### config.mk
export PLATFORM = sky130hd
export DESIGN_NAME = blind_motor_relay_sequencer_unit
export DESIGN_NICKNAME = d
export VERILOG_FILES = /design/src/hdl/bmrs_pkg.sv /design/src/hdl/blind_motor_relay_sequencer_unit.sv
export SDC_FILE = /design/constraint.sdc
export NUM_CORES = 1
export LEC_CHECK = 0
export ABC_AREA = 0
export BUFFER_PORTS_ARGS = -buffer_cell sky130_fd_sc_hd__buf_2
export CAP_MARGIN = 40
export CORE_MARGIN = 2
export CORE_UTILIZATION = 44
export CTS_CLUSTER_DIAMETER = 40
export DETAILED_ROUTE_END_ITERATION = 10
export SYNTH_ARGS = -nofsm -noshare
export SYNTH_HDL_FRONTEND = slang
export SYNTH_SLANG_ARGS = --single-unit
### constraint.sdc
create_clock -name clock -period 9.6 [get_ports clock]
set_input_delay 0 -clock clock [delete_from_list [all_inputs] [get_ports clock]]
set_output_delay 0 -clock clock [all_outputs]
set_load 0.03 [all_outputs]
### src/hdl/bmrs_pkg.sv
`default_nettype none

package bmrs_pkg;

   // field widths
   localparam int OP_W     = 2;
   localparam int SEL_W    = 2;
   localparam int PRESS_W  = 20;
   localparam int POS_W    = 7;
   localparam int SHORT_W  = 16;
   localparam int RUN_W    = 20;
   localparam int CSR_W    = 20;
   localparam int CSR_IDX_W = 3;
   localparam int LED_W    = 3;
   localparam int RELAY_W  = 2;

   // default parameter values
   localparam int TIME_WIDTH_DEF   = 32;
   localparam int BLINK_PERIOD_DEF = 500;

   // register reset values
   localparam logic [SHORT_W-1:0] DEAD_TIME_RST   = SHORT_W'(500);
   localparam logic [RUN_W-1:0]   UP_RUN_RST      = RUN_W'(30000);
   localparam logic [RUN_W-1:0]   DOWN_RUN_RST    = RUN_W'(30000);
   localparam logic [SHORT_W-1:0] MID_LED_RST     = SHORT_W'(1000);
   localparam logic [SHORT_W-1:0] SHORT_PRESS_RST = SHORT_W'(500);

   // ends of the position range
   localparam logic [POS_W-1:0] POS_FULL = POS_W'(100);
   localparam logic [POS_W-1:0] POS_EMPTY = POS_W'(0);

   typedef enum logic [OP_W-1:0] {
      OP_TICK        = 2'd0,
      OP_PRESS       = 2'd1,
      OP_BLINK_START = 2'd2,
      OP_BLINK_STOP  = 2'd3
   } op_type;

   typedef enum logic [SEL_W-1:0] {
      SEL_TOP    = 2'd0,
      SEL_MID    = 2'd1,
      SEL_BOTTOM = 2'd2,
      SEL_NONE   = 2'd3
   } sel_type;

   typedef enum logic [1:0] {
      DIR_UP   = 2'd0,
      DIR_DOWN = 2'd1,
      DIR_STOP = 2'd2,
      DIR_NONE = 2'd3
   } dir_type;

   typedef enum logic [1:0] {
      PH_IDLE = 2'd0,
      PH_WAIT = 2'd1,
      PH_MOVE = 2'd2
   } phase_type;

   typedef enum logic [CSR_IDX_W-1:0] {
      REG_DEAD_TIME   = 3'd0,
      REG_UP_RUN      = 3'd1,
      REG_DOWN_RUN    = 3'd2,
      REG_MID_LED     = 3'd3,
      REG_SHORT_PRESS = 3'd4
   } reg_idx_type;

   typedef struct packed {
      logic [OP_W-1:0]    operation;
      logic [SEL_W-1:0]   target_select;
      logic [PRESS_W-1:0] press_ms;
      logic [POS_W-1:0]   position_pct;
   } req_type;

   typedef struct packed {
      logic up_drive;
      logic down_drive;
      logic led_top;
      logic led_mid;
      logic led_lower;
      logic moving;
      logic waiting;
   } rsp_type;

endpackage

`default_nettype wire

### src/hdl/blind_motor_relay_sequencer_unit.sv
// blind motor relay sequencer
//
// req channel (valid/ready) carries one item: a 1 ms tick, a button press,
// a blink start or a blink stop. every item yields exactly one rsp item with
// the relay and led levels and the moving/waiting flags after that item.
// latency: the rsp item is valid the cycle after the req item is accepted.
// throughput: one item per cycle while rsp_ready is high; all work is a few
// compares and counter updates between the state registers and the rsp register.
// req_ready is high while the rsp register is empty or being drained in the
// same cycle, so a stalled receiver holds the result and back-pressures req;
// no item is dropped or repeated.
// csr port: write csr_wdata into register csr_addr when csr_we is high;
// only write while no item is in flight.
// reset (synchronous, active high) restores the register defaults, clears
// the time counter, motion and blink state, and empties the rsp register.
`default_nettype none

module blind_motor_relay_sequencer_unit #(
   parameter int TIME_WIDTH   = bmrs_pkg::TIME_WIDTH_DEF,
   parameter int BLINK_PERIOD = bmrs_pkg::BLINK_PERIOD_DEF
) (
   input  wire logic                           clock,
   input  wire logic                           reset,
   input  wire logic                           req_valid,
   output logic                                req_ready,
   input  wire bmrs_pkg::req_type              req_data,
   output logic                                rsp_valid,
   input  wire logic                           rsp_ready,
   output bmrs_pkg::rsp_type                   rsp_data,
   input  wire logic                           csr_we,
   input  wire logic [bmrs_pkg::CSR_IDX_W-1:0] csr_addr,
   input  wire logic [bmrs_pkg::CSR_W-1:0]     csr_wdata
);
   import bmrs_pkg::*;

   // compare width covers both the elapsed time and the run limits
   localparam int CMP_W = (TIME_WIDTH > RUN_W) ? TIME_WIDTH : RUN_W;

   // configuration registers
   logic [SHORT_W-1:0] dead_time_ff, mid_led_ff, short_press_ff;
   logic [RUN_W-1:0]   up_run_ff, down_run_ff;

   // timing and motion state
   logic [TIME_WIDTH-1:0] now_ff, now_in;
   logic [TIME_WIDTH-1:0] phase_mark_ff, phase_mark_in;
   logic [TIME_WIDTH-1:0] blink_mark_ff, blink_mark_in;
   logic [RUN_W-1:0]      run_limit_ff, run_limit_in;
   phase_type             phase_ff, phase_in;
   logic                  pending_ff, pending_in;
   dir_type               active_ff, active_in;
   logic                  mid_hold_ff, mid_hold_in;
   logic [RELAY_W-1:0]    relay_ff, relay_in;
   logic [LED_W-1:0]      led_ff, led_in;
   logic                  blink_on_ff, blink_on_in;
   sel_type               blink_led_ff, blink_led_in;
   logic                  blink_level_ff, blink_level_in;

   // result register
   logic    rsp_valid_ff, rsp_valid_in;
   rsp_type rsp_ff, rsp_in;

   logic accept;

   assign req_ready = !rsp_valid_ff || rsp_ready;
   assign accept    = req_valid && req_ready;
   assign rsp_valid = rsp_valid_ff;
   assign rsp_data  = rsp_ff;

   // configuration writes
   always_ff @(posedge clock) begin
      if (reset) begin
         dead_time_ff   <= DEAD_TIME_RST;
         up_run_ff      <= UP_RUN_RST;
         down_run_ff    <= DOWN_RUN_RST;
         mid_led_ff     <= MID_LED_RST;
         short_press_ff <= SHORT_PRESS_RST;
      end else if (csr_we) begin
         case (reg_idx_type'(csr_addr))
            REG_DEAD_TIME:   dead_time_ff   <= csr_wdata[SHORT_W-1:0];
            REG_UP_RUN:      up_run_ff      <= csr_wdata[RUN_W-1:0];
            REG_DOWN_RUN:    down_run_ff    <= csr_wdata[RUN_W-1:0];
            REG_MID_LED:     mid_led_ff     <= csr_wdata[SHORT_W-1:0];
            REG_SHORT_PRESS: short_press_ff <= csr_wdata[SHORT_W-1:0];
            default: ;
         endcase
      end
   end

   // next state for one item; the steps run in program order
   always_comb begin
      logic [TIME_WIDTH-1:0] elapsed;
      logic [TIME_WIDTH-1:0] blink_elapsed;
      dir_type               dir;
      logic                  do_move;
      sel_type               sel;

      now_in         = now_ff;
      phase_mark_in  = phase_mark_ff;
      blink_mark_in  = blink_mark_ff;
      run_limit_in   = run_limit_ff;
      phase_in       = phase_ff;
      pending_in     = pending_ff;
      active_in      = active_ff;
      mid_hold_in    = mid_hold_ff;
      relay_in       = relay_ff;
      led_in         = led_ff;
      blink_on_in    = blink_on_ff;
      blink_led_in   = blink_led_ff;
      blink_level_in = blink_level_ff;
      elapsed        = '0;
      blink_elapsed  = '0;
      dir            = DIR_NONE;
      do_move        = 1'b0;
      sel            = sel_type'(req_data.target_select);

      case (op_type'(req_data.operation))
         OP_TICK: begin
            now_in        = now_ff + TIME_WIDTH'(1);
            elapsed       = now_in - phase_mark_ff;
            blink_elapsed = now_in - blink_mark_ff;
            if (phase_ff == PH_WAIT && CMP_W'(elapsed) >= CMP_W'(dead_time_ff)) begin
               // dead time over: energize the pending direction
               active_in     = dir_type'({1'b0, pending_ff});
               led_in[pending_ff ? 2 : 0] = 1'b1;
               relay_in[pending_ff ? 1 : 0] = 1'b1;
               phase_mark_in = now_in;
               run_limit_in  = pending_ff ? down_run_ff : up_run_ff;
               phase_in      = PH_MOVE;
            end else if (phase_ff == PH_MOVE &&
                         CMP_W'(elapsed) >= CMP_W'(run_limit_ff)) begin
               // run time over: same as a stop press
               relay_in      = '0;
               led_in        = 3'b010;
               active_in     = DIR_NONE;
               phase_mark_in = now_in;
               mid_hold_in   = 1'b1;
               phase_in      = PH_IDLE;
            end else if (mid_hold_ff && CMP_W'(elapsed) >= CMP_W'(mid_led_ff)) begin
               led_in[1]   = 1'b0;
               mid_hold_in = 1'b0;
            end
            if (blink_on_ff && CMP_W'(blink_elapsed) >= CMP_W'(BLINK_PERIOD)) begin
               blink_level_in = !blink_level_ff;
               if (blink_led_ff != SEL_NONE)
                  led_in[blink_led_ff] = !blink_level_ff;
               blink_mark_in = now_in;
            end
         end
         OP_PRESS: begin
            if (sel != SEL_NONE &&
                {4'b0, short_press_ff} > req_data.press_ms) begin
               case (sel)
                  SEL_TOP:    dir = DIR_UP;
                  SEL_MID:    dir = DIR_STOP;
                  SEL_BOTTOM: dir = DIR_DOWN;
                  default:    dir = DIR_NONE;
               endcase
               do_move = 1'b1;
            end
            if (do_move) begin
               if (phase_ff == PH_MOVE || dir == DIR_STOP) begin
                  // same direction while running is ignored
                  if (!(active_ff == DIR_UP && dir == DIR_UP) &&
                      !(active_ff == DIR_DOWN && dir == DIR_DOWN)) begin
                     relay_in      = '0;
                     led_in        = {1'b0, (dir == DIR_STOP) | led_ff[1], 1'b0};
                     active_in     = DIR_NONE;
                     phase_mark_in = now_ff;
                     mid_hold_in   = 1'b1;
                     phase_in      = PH_IDLE;
                  end
               end else if (phase_ff != PH_WAIT) begin
                  // end positions block the move
                  if (!(req_data.position_pct == POS_EMPTY && dir == DIR_DOWN) &&
                      !(req_data.position_pct >= POS_FULL && dir == DIR_UP)) begin
                     pending_in    = dir[0];
                     phase_mark_in = now_ff;
                     phase_in      = PH_WAIT;
                  end
               end
            end
         end
         OP_BLINK_START: begin
            if (!blink_on_ff) begin
               blink_on_in    = 1'b1;
               blink_led_in   = sel;
               blink_level_in = 1'b1;
            end else begin
               blink_level_in = !blink_level_ff;
            end
            if (sel != SEL_NONE)
               led_in[sel] = blink_level_in;
            blink_mark_in = now_ff;
         end
         OP_BLINK_STOP: begin
            blink_on_in  = 1'b0;
            blink_led_in = SEL_NONE;
            if (sel != SEL_NONE)
               led_in[sel] = 1'b0;
         end
         default: ;
      endcase
   end

   // result item from the next state
   always_comb begin
      rsp_in.up_drive   = relay_in[0];
      rsp_in.down_drive = relay_in[1];
      rsp_in.led_top    = led_in[0];
      rsp_in.led_mid    = led_in[1];
      rsp_in.led_lower  = led_in[2];
      rsp_in.moving     = (phase_in == PH_MOVE);
      rsp_in.waiting    = (phase_in == PH_WAIT);
      rsp_valid_in      = accept ? 1'b1 : (rsp_valid_ff && !rsp_ready);
   end

   // state registers
   always_ff @(posedge clock) begin
      if (reset) begin
         now_ff         <= '0;
         phase_mark_ff  <= '0;
         blink_mark_ff  <= '0;
         run_limit_ff   <= '0;
         phase_ff       <= PH_IDLE;
         pending_ff     <= 1'b0;
         active_ff      <= DIR_NONE;
         mid_hold_ff    <= 1'b0;
         relay_ff       <= '0;
         led_ff         <= '0;
         blink_on_ff    <= 1'b0;
         blink_led_ff   <= SEL_NONE;
         blink_level_ff <= 1'b0;
         rsp_valid_ff   <= 1'b0;
      end else begin
         rsp_valid_ff <= rsp_valid_in;
         if (accept) begin
            now_ff         <= now_in;
            phase_mark_ff  <= phase_mark_in;
            blink_mark_ff  <= blink_mark_in;
            run_limit_ff   <= run_limit_in;
            phase_ff       <= phase_in;
            pending_ff     <= pending_in;
            active_ff      <= active_in;
            mid_hold_ff    <= mid_hold_in;
            relay_ff       <= relay_in;
            led_ff         <= led_in;
            blink_on_ff    <= blink_on_in;
            blink_led_ff   <= blink_led_in;
            blink_level_ff <= blink_level_in;
         end
      end
   end

   // result payload, no reset needed
   always_ff @(posedge clock) begin
      if (accept)
         rsp_ff <= rsp_in;
   end

endmodule

`default_nettype wire

After elaboration in Yosys (flattened, before gate mapping)
Cells that the tools add are included.
{ "op_classes": {"n_reduce_logical": 49, "bitwise_logic": 6, "add_sub_neg": 3, "muxes": 77, "eq_ne": 30, "order_cmp": 14} }
{ "op_table": {"columns": ["op", "n"], "rows": [
  ["two-way mux 32 bit", 8],
  ["one-hot mux 32 bit (2 select lines)", 2],
  ["greater-or-equal comparator 32 x 16 -> 1 bit", 2],
  ["subtractor 32 bit", 2],
  ["two-way mux 2 bit", 21],
  ["adder 32 x 1 -> 32 bit, second input constant", 1],
  ["greater-or-equal comparator 32 x 20 -> 1 bit", 1],
  ["greater-or-equal comparator 32 x 9 -> 1 bit, second input constant", 1],
  ["two-way mux 3 bit", 9],
  ["two-way mux 1 bit", 21],
  ["> comparator 16 x 20 -> 1 bit", 1],
  ["two-way mux 20 bit", 1],
  ["logical AND 1 bit", 17],
  ["!= test 2 bit, second input constant", 8],
  ["one-hot mux 2 bit (2 select lines)", 4],
  ["!= test 3 bit, second input constant", 5],
  ["AND reduction 2 bit", 7],
  ["AND reduction 7 bit", 2],
  ["== test 2 x 1 -> 1 bit, second input constant", 6],
  ["== test 2 bit, second input constant", 6],
  ["one-hot mux 3 bit (4 select lines)", 1],
  ["AND reduction 6 bit", 2],
  ["< comparator 2 x 3 -> 1 bit, second input constant", 3],
  ["AND reduction 3 bit", 3],
  ["25 further kinds", 45]
]} }
{ "word_totals": {"output_inout_bits": 9, "register_bits": 227, "elab_cells": 205, "in_bits": 59} }

Logic depth before layout (Yosys ltp)
Gate-level depths: netlist of run 1.
{ "logic_depth": {"ltp_word": 14, "ltp_mapped": 27, "ltp_nobuf": 23} }

Worst setup path after synthesis of run 1
OpenSTA, ideal clock, no wires.
{ "synth_path": {"path_kind": "register to register", "startpoint": "register now_ff[0]", "endpoint": "register phase_mark_ff[10]", "synth_period_minus_slack_ns": 5.298, "arrival_ns": 5.174, "setup_ns": 0.123, "path_stages_with_launch": 25, "slack_ns": 4.302, "path_buffers": 5, "required_ns": 9.477, "path_cell_list": "dfxtp_1 > clkbuf_2 > nand4_2 > or2_2 > clkbuf_1 > nor3_1 > and3_1 > clkbuf_1 > xor2_1 > ha_1 > buf_2 > a21oi_1 > o21ai_1 > or3_1 > nor3_1 > nor3b_1 > ha_1 > a21o_1 > a21o_1 > a2111oi_2 > a31oi_4 > a21oi_1 > o22a_1 > buf_2 > mux2_1"} }
{ "synth_via": {"elab_chain_cells": 6, "elab_cells_between_ends": 11, "classes_between": "2 x add/sub; 2 x order compare; 1 x eq/ne; 3 x mux; 3 x reduce/logical"} }
{ "synth_rtl": {"columns": ["item", "line_no", "source"], "rows": [
  ["start, declared", "blind_motor_relay_sequencer_unit.sv:44", "logic [TIME_WIDTH-1:0] now_ff, now_in;"],
  ["start signal, assigned", "blind_motor_relay_sequencer_unit.sv:237", "now_ff <= now_in;"],
  ["adder 32 x 1 -> 32 bit *", "blind_motor_relay_sequencer_unit.sv:118", "now_in = now_ff + TIME_WIDTH'(1);"],
  ["subtractor 32 bit", "blind_motor_relay_sequencer_unit.sv:119", "elapsed = now_in - phase_mark_ff;"],
  ["greater-or-equal comparator 32 x 16 -> 1 bit or greater-or-equal comparator 32 x 20 -> 1 bit (tied branches)", "blind_motor_relay_sequencer_unit.sv:121, blind_motor_relay_sequencer_unit.sv:130", null],
  ["logical AND 1 bit, on equally long branches", "blind_motor_relay_sequencer_unit.sv:121, blind_motor_relay_sequencer_unit.sv:129", null],
  ["!= test 3 bit (no source line) or two-way mux 32 bit (tied branches)", null, null],
  ["AND reduction 7 bit (no source line) or one-hot mux 32 bit (2 select lines) (tied branches)", null, null],
  ["end signal, assigned", "blind_motor_relay_sequencer_unit.sv:238", "phase_mark_ff <= phase_mark_in;"],
  ["end, declared", "blind_motor_relay_sequencer_unit.sv:45", "logic [TIME_WIDTH-1:0] phase_mark_ff, phase_mark_in;"]
]} }
Every way passes the cells marked *; elsewhere a longest branch is shown, timed or not. The select of a mux whose other input is x is not followed.
A chain may end at the register's enable or synchronous reset.

Worst setup path after layout of run 1
Ends and elaborated chain as after synthesis.

==> summary.txt, run 1 <==
Fin Clk Skew = 0.02375 ns
Critical Path Start Type = register
Row cnt = 71
IO Count = 68
Most common library cells after synthesis = 360 x nand2_1, 220 x dfxtp_1, 173 x a21oi_1
Worst vdd ir = 0.1351 mV
Top-count cell post-synth = nand2_1
Period utilization = 75.42%
MaxCap Viol Count = 0
# H-tree levels = 2
Internal Pwr Total = 2.161 mW
Post-Syn Area = 16880 um2
Initial antenna violation count = 0
Number of detailed-route iterations in the first pass = 5
Worst Setup End Kind = register
Post-CTS Setup Inserts = 0
Design Power = 2.961 mW
First-pass GRT wire length = 79.98 mm
Layout area overhead = 13.65%
Reg power frac = 33.2%
Routability Congestion = 0.9202
Tot GR Track Use = 25.49%
Die ar. = 39940 um2
Synth area leaders = dfxtp_1 26%, ha_1 9.7%, nand2_1 8.0%, a21oi_1 5.1%, xnor2_1 4.0%
#FFs+latches synth = 227
Slew headroom = 38.44%
Crit-path max cell delay = 0.74 ns
Setup_tns = 0 ns
Syn_nets = 2387
EDFF count, synth = 7
HP Class = in2reg
CP Data Required Time = 10.04 ns
Slowest-stage cell, CP = a2111oi_2
Via/cell ratio = 5.687
Port Buffers = 67
TritonCTS buffer count = 43
DRC Markers = 0
Synth area leader = dfxtp_1
Final core occ = 50.80%
Clock period minus worst slack = 7.241 ns
Horiz. Die Dim = 199.8 um
Setup ws final = 2.359 ns
Power per Cell Area = 154.4 nW/um2
Clock Power Share = 53.3%
Clk root buf = clkbuf_16
Critical path cell sequence = ha_1, and3_1, and4_1, and3_1, and2_1, and3_1, nand2b_1, xnor2_1, ha_1, a21oi_1, a21boi_0, a21oi_1, nor3_1, a211oi_1, a2111oi_2, a31oi_4, a21oi_1, o22a_2, buf_4, mux2_1
Crit Path Category = reg2reg
Post-CTS sizing = 0
RSZ-0062 raised after global routing = no
HPWL after detailed placement = 37.55 mm
Fmax = 0.1381 GHz
Core Area = 37760 um2
Async SR Flop Fraction = 0%
Grt total ovfl = 0
ANT cells = 0
Clk buf depth = 3
Die Y = 199.8 um
CP Data Arrival Time = 7.68 ns
Final Hold Fails = 0
Pre-CTS setup slack = 2.491 ns
Initial Utilization = 44.70%
Final setup viols = 0
Drt wl/cell = 18.33 um
Sink Count = 227
Register area share after synthesis = 27.34%
Area share of the largest cell type after synthesis = 26.10%
ANT nets after route = 0
Unique cell type count in the Yosys netlist = 95
Final net count = 2400
Iter 0 DRT Violations = 1097
Clock latency on the worst-skew pair = 0.58 ns
Slew at the pin with the worst max-slew slack = 0.9164 ns
Leak = 8.163 nW
Switching Share = 27.02%
Average size of a mapped cell = 7.688 um2
Synthesis warning total = 0
Pin count of the biggest net entering global routing = 77
Sw power = 800.2 uW
CTS tree = built
Final Max Tran Viols = 0
CP Max Fanout = 23
Comb power frac = 13.5%
Vias in the first global route = 14840
Final wirelength = 50.46 mm
Clock transition at path regs = 0.05 ns
Share of cells above drive strength 1 = 11.20%
Outcome = complete, no violations
Synthesized instance count = 2195
Ys flop type = dfxtp_1
Vias post-DR = 15660
## power by group through the flow
| stage | sequential (mW) | combinational, mW | clock, mW |
|---|---|---|---|
| finish | 0.983 | 0.399 | 1.58 |
| global route | 0.985 | 0.438 | 1.64 |
| CTS | 0.983 | 0.395 | 1.60 |
| detailed placement | 1.00 | 0.383 | 0 |
| global placement | 1.00 | 0.377 | 0 |
| floorplan | 1.00 | 0.272 | 0 |
## state kept, by name (all words and copies together), names as in the netlist, 3 cells and up
signal / cells
dead_time_ff: 16
led_ff: 3
run_limit_ff: 20
mid_led_ff: 16
up_run_ff: 20
blink_mark_ff: 32
now_ff: 32
short_press_ff: 16
down_run_ff: 20
rsp_data: 7
phase_mark_ff: 32
## final timing paths
kind / to / depth (start not counted) / slack, ns / from
worst min register to register: mid_led_ff[1]$_SDFFE_PP0P_ / 2 / 0.45 / mid_led_ff[1]$_SDFFE_PP0P_
worst min-delay path: down_run_ff[18]$_SDFFE_PP0P_ / 7 / 0.08 / csr_addr[2]
worst max-delay path: phase_mark_ff[10]$_SDFFE_PP0P_ / 20 / 2.36 / now_ff[0]$_SDFFE_PP0P_
worst max register to register: phase_mark_ff[10]$_SDFFE_PP0P_ / 20 / 2.36 / now_ff[0]$_SDFFE_PP0P_
## cells by family (layout without fill, tap and decap cells)
logic type               Yosys count  after routing  synth area share (%)
buffers and inverters            304            351                 7.555
adder cells (fa/ha/maj)          133            133                 9.950
XOR/XNOR                         141            141                 7.318
AND/OR/NAND/NOR                  803            803                 21.96
multiplexers                      59             59                 3.522
flip-flops                       227            227                 27.34
AO/OA/AOI/OAI                    528            528                 22.35
## through the flow
step	hold WS, ns	cells	area [um2]
global placement	0.2474	2638	17280
detailed placement	0.2628	2642	17340
floorplan	0.1240	2195	16880
finish	0.08443	2753	19180
CTS	0.05171	2753	19180
global route	0.1069	2753	19180
## per-layer routing
metal | up-vias | wire (um) | GRT usage [%] | part of all wire [%]
met5 | - | 0 | 0 | 0
met4 | 0 | 1442 | 8.505 | 2.9
met3 | 93 | 2984 | 4.234 | 5.9
met2 | 481 | 22700 | 41.65 | 45
met1 | 7381 | 23330 | 34.18 | 46
li1 | 7700 | - | - | -
## what timing repair did
| item | 4_1_cts | 5_1_grt |
|---|---|---|
| hold endpoints to repair | 122 | 0 |
| endpoints found under the setup margin | 0 | 0 |
| hold buffers | 32 | 0 |
## worst max-delay path: cells and delay by family, from the launching register on
family / cells / cell delay [ns]
AOI/OAI and AO/OA: 8 / 2.76
and+or+nand+nor: 7 / 1.79
adders and majority gates: 2 / 0.79
DFF: 1 / 0.54
buffers and inverters: 1 / 0.46
xor gates and xnor gates: 1 / 0.38
muxes: 1 / 0.36
## placed cells by master (no fill, tap or decap), types with 42 or more instances in the layout
master / instances
nand2_1: 360
dfxtp_1: 220
a21oi_1: 173
nor2_1: 167
inv_1: 156
ha_1: 131
xnor2_1: 77
o21ai_0: 71
buf_2: 66
xor2_1: 64
mux2i_1: 56
nand3_1: 55
a211oi_2: 51
clkbuf_16: 43
nand4_1: 42
## layout make-up
type,count,area (um2)
clock buffers,55,1191
multi-input cells,1664,11000
well taps,511,639.4
fillers,3662,18580
flip-flops and latches,227,4614
inverters,157,590.6
clock inverters,24,329.1
repair buffers,115,813.3
(Power assumes the default switching activity.)
==> inputs of run 2 (changes only) <==
==> constraint.sdc (replaced) <==
create_clock -name clock -period 6.6 [get_ports clock]
set_input_delay 0 -clock clock [delete_from_list [all_inputs] [get_ports clock]]
set_output_delay 0 -clock clock [all_outputs]
set_load 0.03 [all_outputs]
==> run 2 against run 1 <==
  * Register-to-register slack got worse by 2.0 ns
  * Clock skew increased by 0.0072 ns
  * Die area unchanged
  * Critical path depth decreased by 1
  * Critical endpoint is now rsp_data[5]$_DFFE_PP_
  * Sequential share of layout area decreased by 0.35 points
  * Largest cell class unchanged
==> summary.txt, run 2 (synthesis results as in run 1) <==
ANT nets after route = 0 (unchanged)
Setup crit end = rsp_data[5]$_DFFE_PP_
Drt wl/cell = 18.44 um (+0.60%)
Reg-to-Reg Start = now_ff[1]$_SDFFE_PP0P_
Period utilization = 94.22% (+19 points)
Critical Path Start Type = register
MaxCap Viol Count = 0 (unchanged)
Row cnt = 71 (unchanged)
Design Power = 4.422 mW (+49%)
RSZ-0062 raised after global routing = no
Pin count of the biggest net entering global routing = 77 (unchanged)
Vias post-DR = 15690 (+0.23%)
Cell Area, Placed = 17470 um2 (+0.76%)
ANT cells = 0 (unchanged)
Area of the multi-input gates = 11040 um2 (+0.35%)
Final Cell Area = 19470 um2 (+1.5%)
Worst vdd ir = 0.1878 mV (+39%)
Sink Count = 227 (unchanged)
HPWL after detailed placement = 37.82 mm (+0.73%)
Core Area = 37760 um2 (unchanged)
DRC Markers = 0 (unchanged)
Reg-to-reg endpoint = rsp_data[5]$_DFFE_PP_
Biggest regs = blink_mark_ff (32), now_ff (32), phase_mark_ff (32)
Setup_tns = 0 ns (unchanged)
Final net count = 2419 (+0.79%)
CP Data Required Time = 6.91 ns (-3.13 ns)
Worst Setup End Kind = register
Clk buf depth = 3 (unchanged)
Layout area overhead = 15.35%
# H-tree levels = 2 (unchanged)
Clock latency on the worst-skew pair = 0.57 ns (about the same)
Slew at the pin with the worst max-slew slack = 0.8665 ns (-0.04992 ns)
Commonest non-fill, non-tap cell in the layout = nand2_1
Clk root buf = clkbuf_16
Slowest-stage cell, CP = dfxtp_1
Outcome = complete, no violations
Iter 0 DRT Violations = 1060 (-3.4%)
Power per Cell Area = 227.1 nW/um2 (+47%)
CP Data Arrival Time = 6.53 ns (-1.15 ns)
Slew headroom = 41.45% (+3.0 points)
Final Max Tran Viols = 0 (unchanged)
Crit Path Category = reg2reg
IO Count = 68 (unchanged)
Fmax = 0.1608 GHz (+16%)
Critical path cell sequence = ha_1, and3_1, and4_1, and3_1, and2_1, and3_1, nand2_1, xnor2_1, ha_1, and2_1, and3_1, a221oi_2, o21ai_0, mux2_2, o31a_1, a31oi_4, mux2i_1, or2_1, a22o_1
Crit path from = now_ff[1]$_SDFFE_PP0P_
Vias in the first global route = 15010 (+1.1%)
Crit-path max cell delay = 0.44 ns (-0.30 ns)
Final Hold Fails = 0 (unchanged)
Fin Clk Skew = 0.03092 ns (+0.007168 ns)
CP Max Fanout = 11 (-52%)
Most frequent cells in the layout = 360 x nand2_1, 219 x dfxtp_1, 172 x a21oi_1, 166 x nor2_1, 156 x inv_1
Placed Instances = 2653 (+0.42%)
Clock transition at path regs = 0.06 ns (about the same)
FF-to-FF path depth = 19 (-5.0%)
Setup ws final = 0.3817 ns (-1.978 ns)
HP Class = in2reg
Initial Utilization = 44.70% (unchanged)
CP Depth = 19 (-5.0%)
Grt total ovfl = 0 (unchanged)
Port Buffers = 67 (unchanged)
Share of cells above drive strength 1 = 12.16% (+0.97 points)
Buf+Inv Stages, Crit Path = 0 (-1)
Final wirelength = 51.11 mm (+1.3%)
Die Y = 199.8 um (unchanged)
CTS tree = built
Initial antenna violation count = 0 (unchanged)
Clock period minus worst slack = 6.218 ns (-1.022 ns)
First-pass GRT wire length = 81.33 mm (+1.7%)
Reg-to-reg slack, setup = 0.38 ns (-1.98 ns)
Post-Layout Cell Count = 2772 (+0.69%)
Final setup viols = 0 (unchanged)
Routability Congestion = 0.9494 (+3.2%)
Family with the most delay on the worst path = simple AND/OR/NAND/NOR gates
TritonCTS buffer count = 43 (unchanged)
Tot GR Track Use = 25.83% (+0.33 points)
Sequential cell area = 4616 um2 (about the same)
Pre-CTS setup slack = 0.2552 ns (-2.236 ns)
Fill cells = 3625 (-1.0%)
Via/cell ratio = 5.661 (-0.46%)
Crit-path most repeated cell = and3_1
Leak = 8.318 nW (+1.9%)
Horiz. Die Dim = 199.8 um (unchanged)
Number of detailed-route iterations in the first pass = 6 (+1)
Die ar. = 39940 um2 (unchanged)
## run 2: cell types whose count changed in the layout (fill, tap and decap cells not counted), sizes merged, moves of 3 or more
cell and change:
bufinv +3, clkbuf -7, inv +4, dlygate4sd3 +5, buf +15
## run 2: stage by stage
step	util, %	hold WS, ns
floorplan	-	0.1240
global placement	46.07	0.2471
detailed placement	46.27	0.2579
CTS	51.40	0.03431
global route	51.56	0.1122
finish	51.56	0.07168
## run 2: area by class of cell
class,instances,area share (%)
Multi-Input combinational cell,1664,56.71
Clock inverter,31,2.320
Sequential cell,227,23.71
Timing Repair Buffer,134,5.212
Tap cell,511,3.284
Clock buffer,48,5.727
Inverter,157,3.034
## run 2: tightest hold or removal path: stages
cell and delay, ns:
buf_2 0.10, nor2b_1 0.09, nand2_1 0.10, nor2_2 0.05, buf_8 0.13, nand2_1 0.06, nand3_1 0.07
## run 2: per-layer routing
layer  track usage [%]  share of wire [%]  vias up
met2             42.45                 46      440
met4             8.642                2.5        0
met5                 0                  0        -
met3             3.747                5.3       81
met1             34.73                 46     7437
li1                  -                  -     7733
## run 2: worst min path at each step
stage	startpoint	to	slack [ns]	cells after the start
detailed placement	csr_wdata[18]	up_run_ff[18]$_SDFFE_PP0P_	0.26	3
finish	csr_addr[2]	down_run_ff[8]$_SDFFE_PP1P_	0.07	7
global placement	req_valid	rsp_valid$_SDFF_PP0_	0.25	3
CTS	csr_addr[2]	down_run_ff[8]$_SDFFE_PP1P_	0.03	7
floorplan	csr_wdata[10]	down_run_ff[10]$_SDFFE_PP1P_	0.12	2
global route	csr_addr[2]	down_run_ff[8]$_SDFFE_PP1P_	0.11	7
## run 2: where the power goes
| part | internal (mW) | total, mW | switching, mW |
|---|---|---|---|
| Combinational | 0.225 | 0.594 | 0.369 |
| Sequential | 1.41 | 1.43 | 0.0182 |
| Clock | 1.59 | 2.40 | 0.814 |
| Total | 3.22 | 4.42 | 1.20 |
## run 2: repair_timing
action / 4_1_cts / 5_1_grt
setup buffers: 0 / 3
setup endpoints to repair: 0 / 80
endpoints found under the hold margin: 138 / 0
resized for setup: 0 / 7
hold buffers: 37 / 0
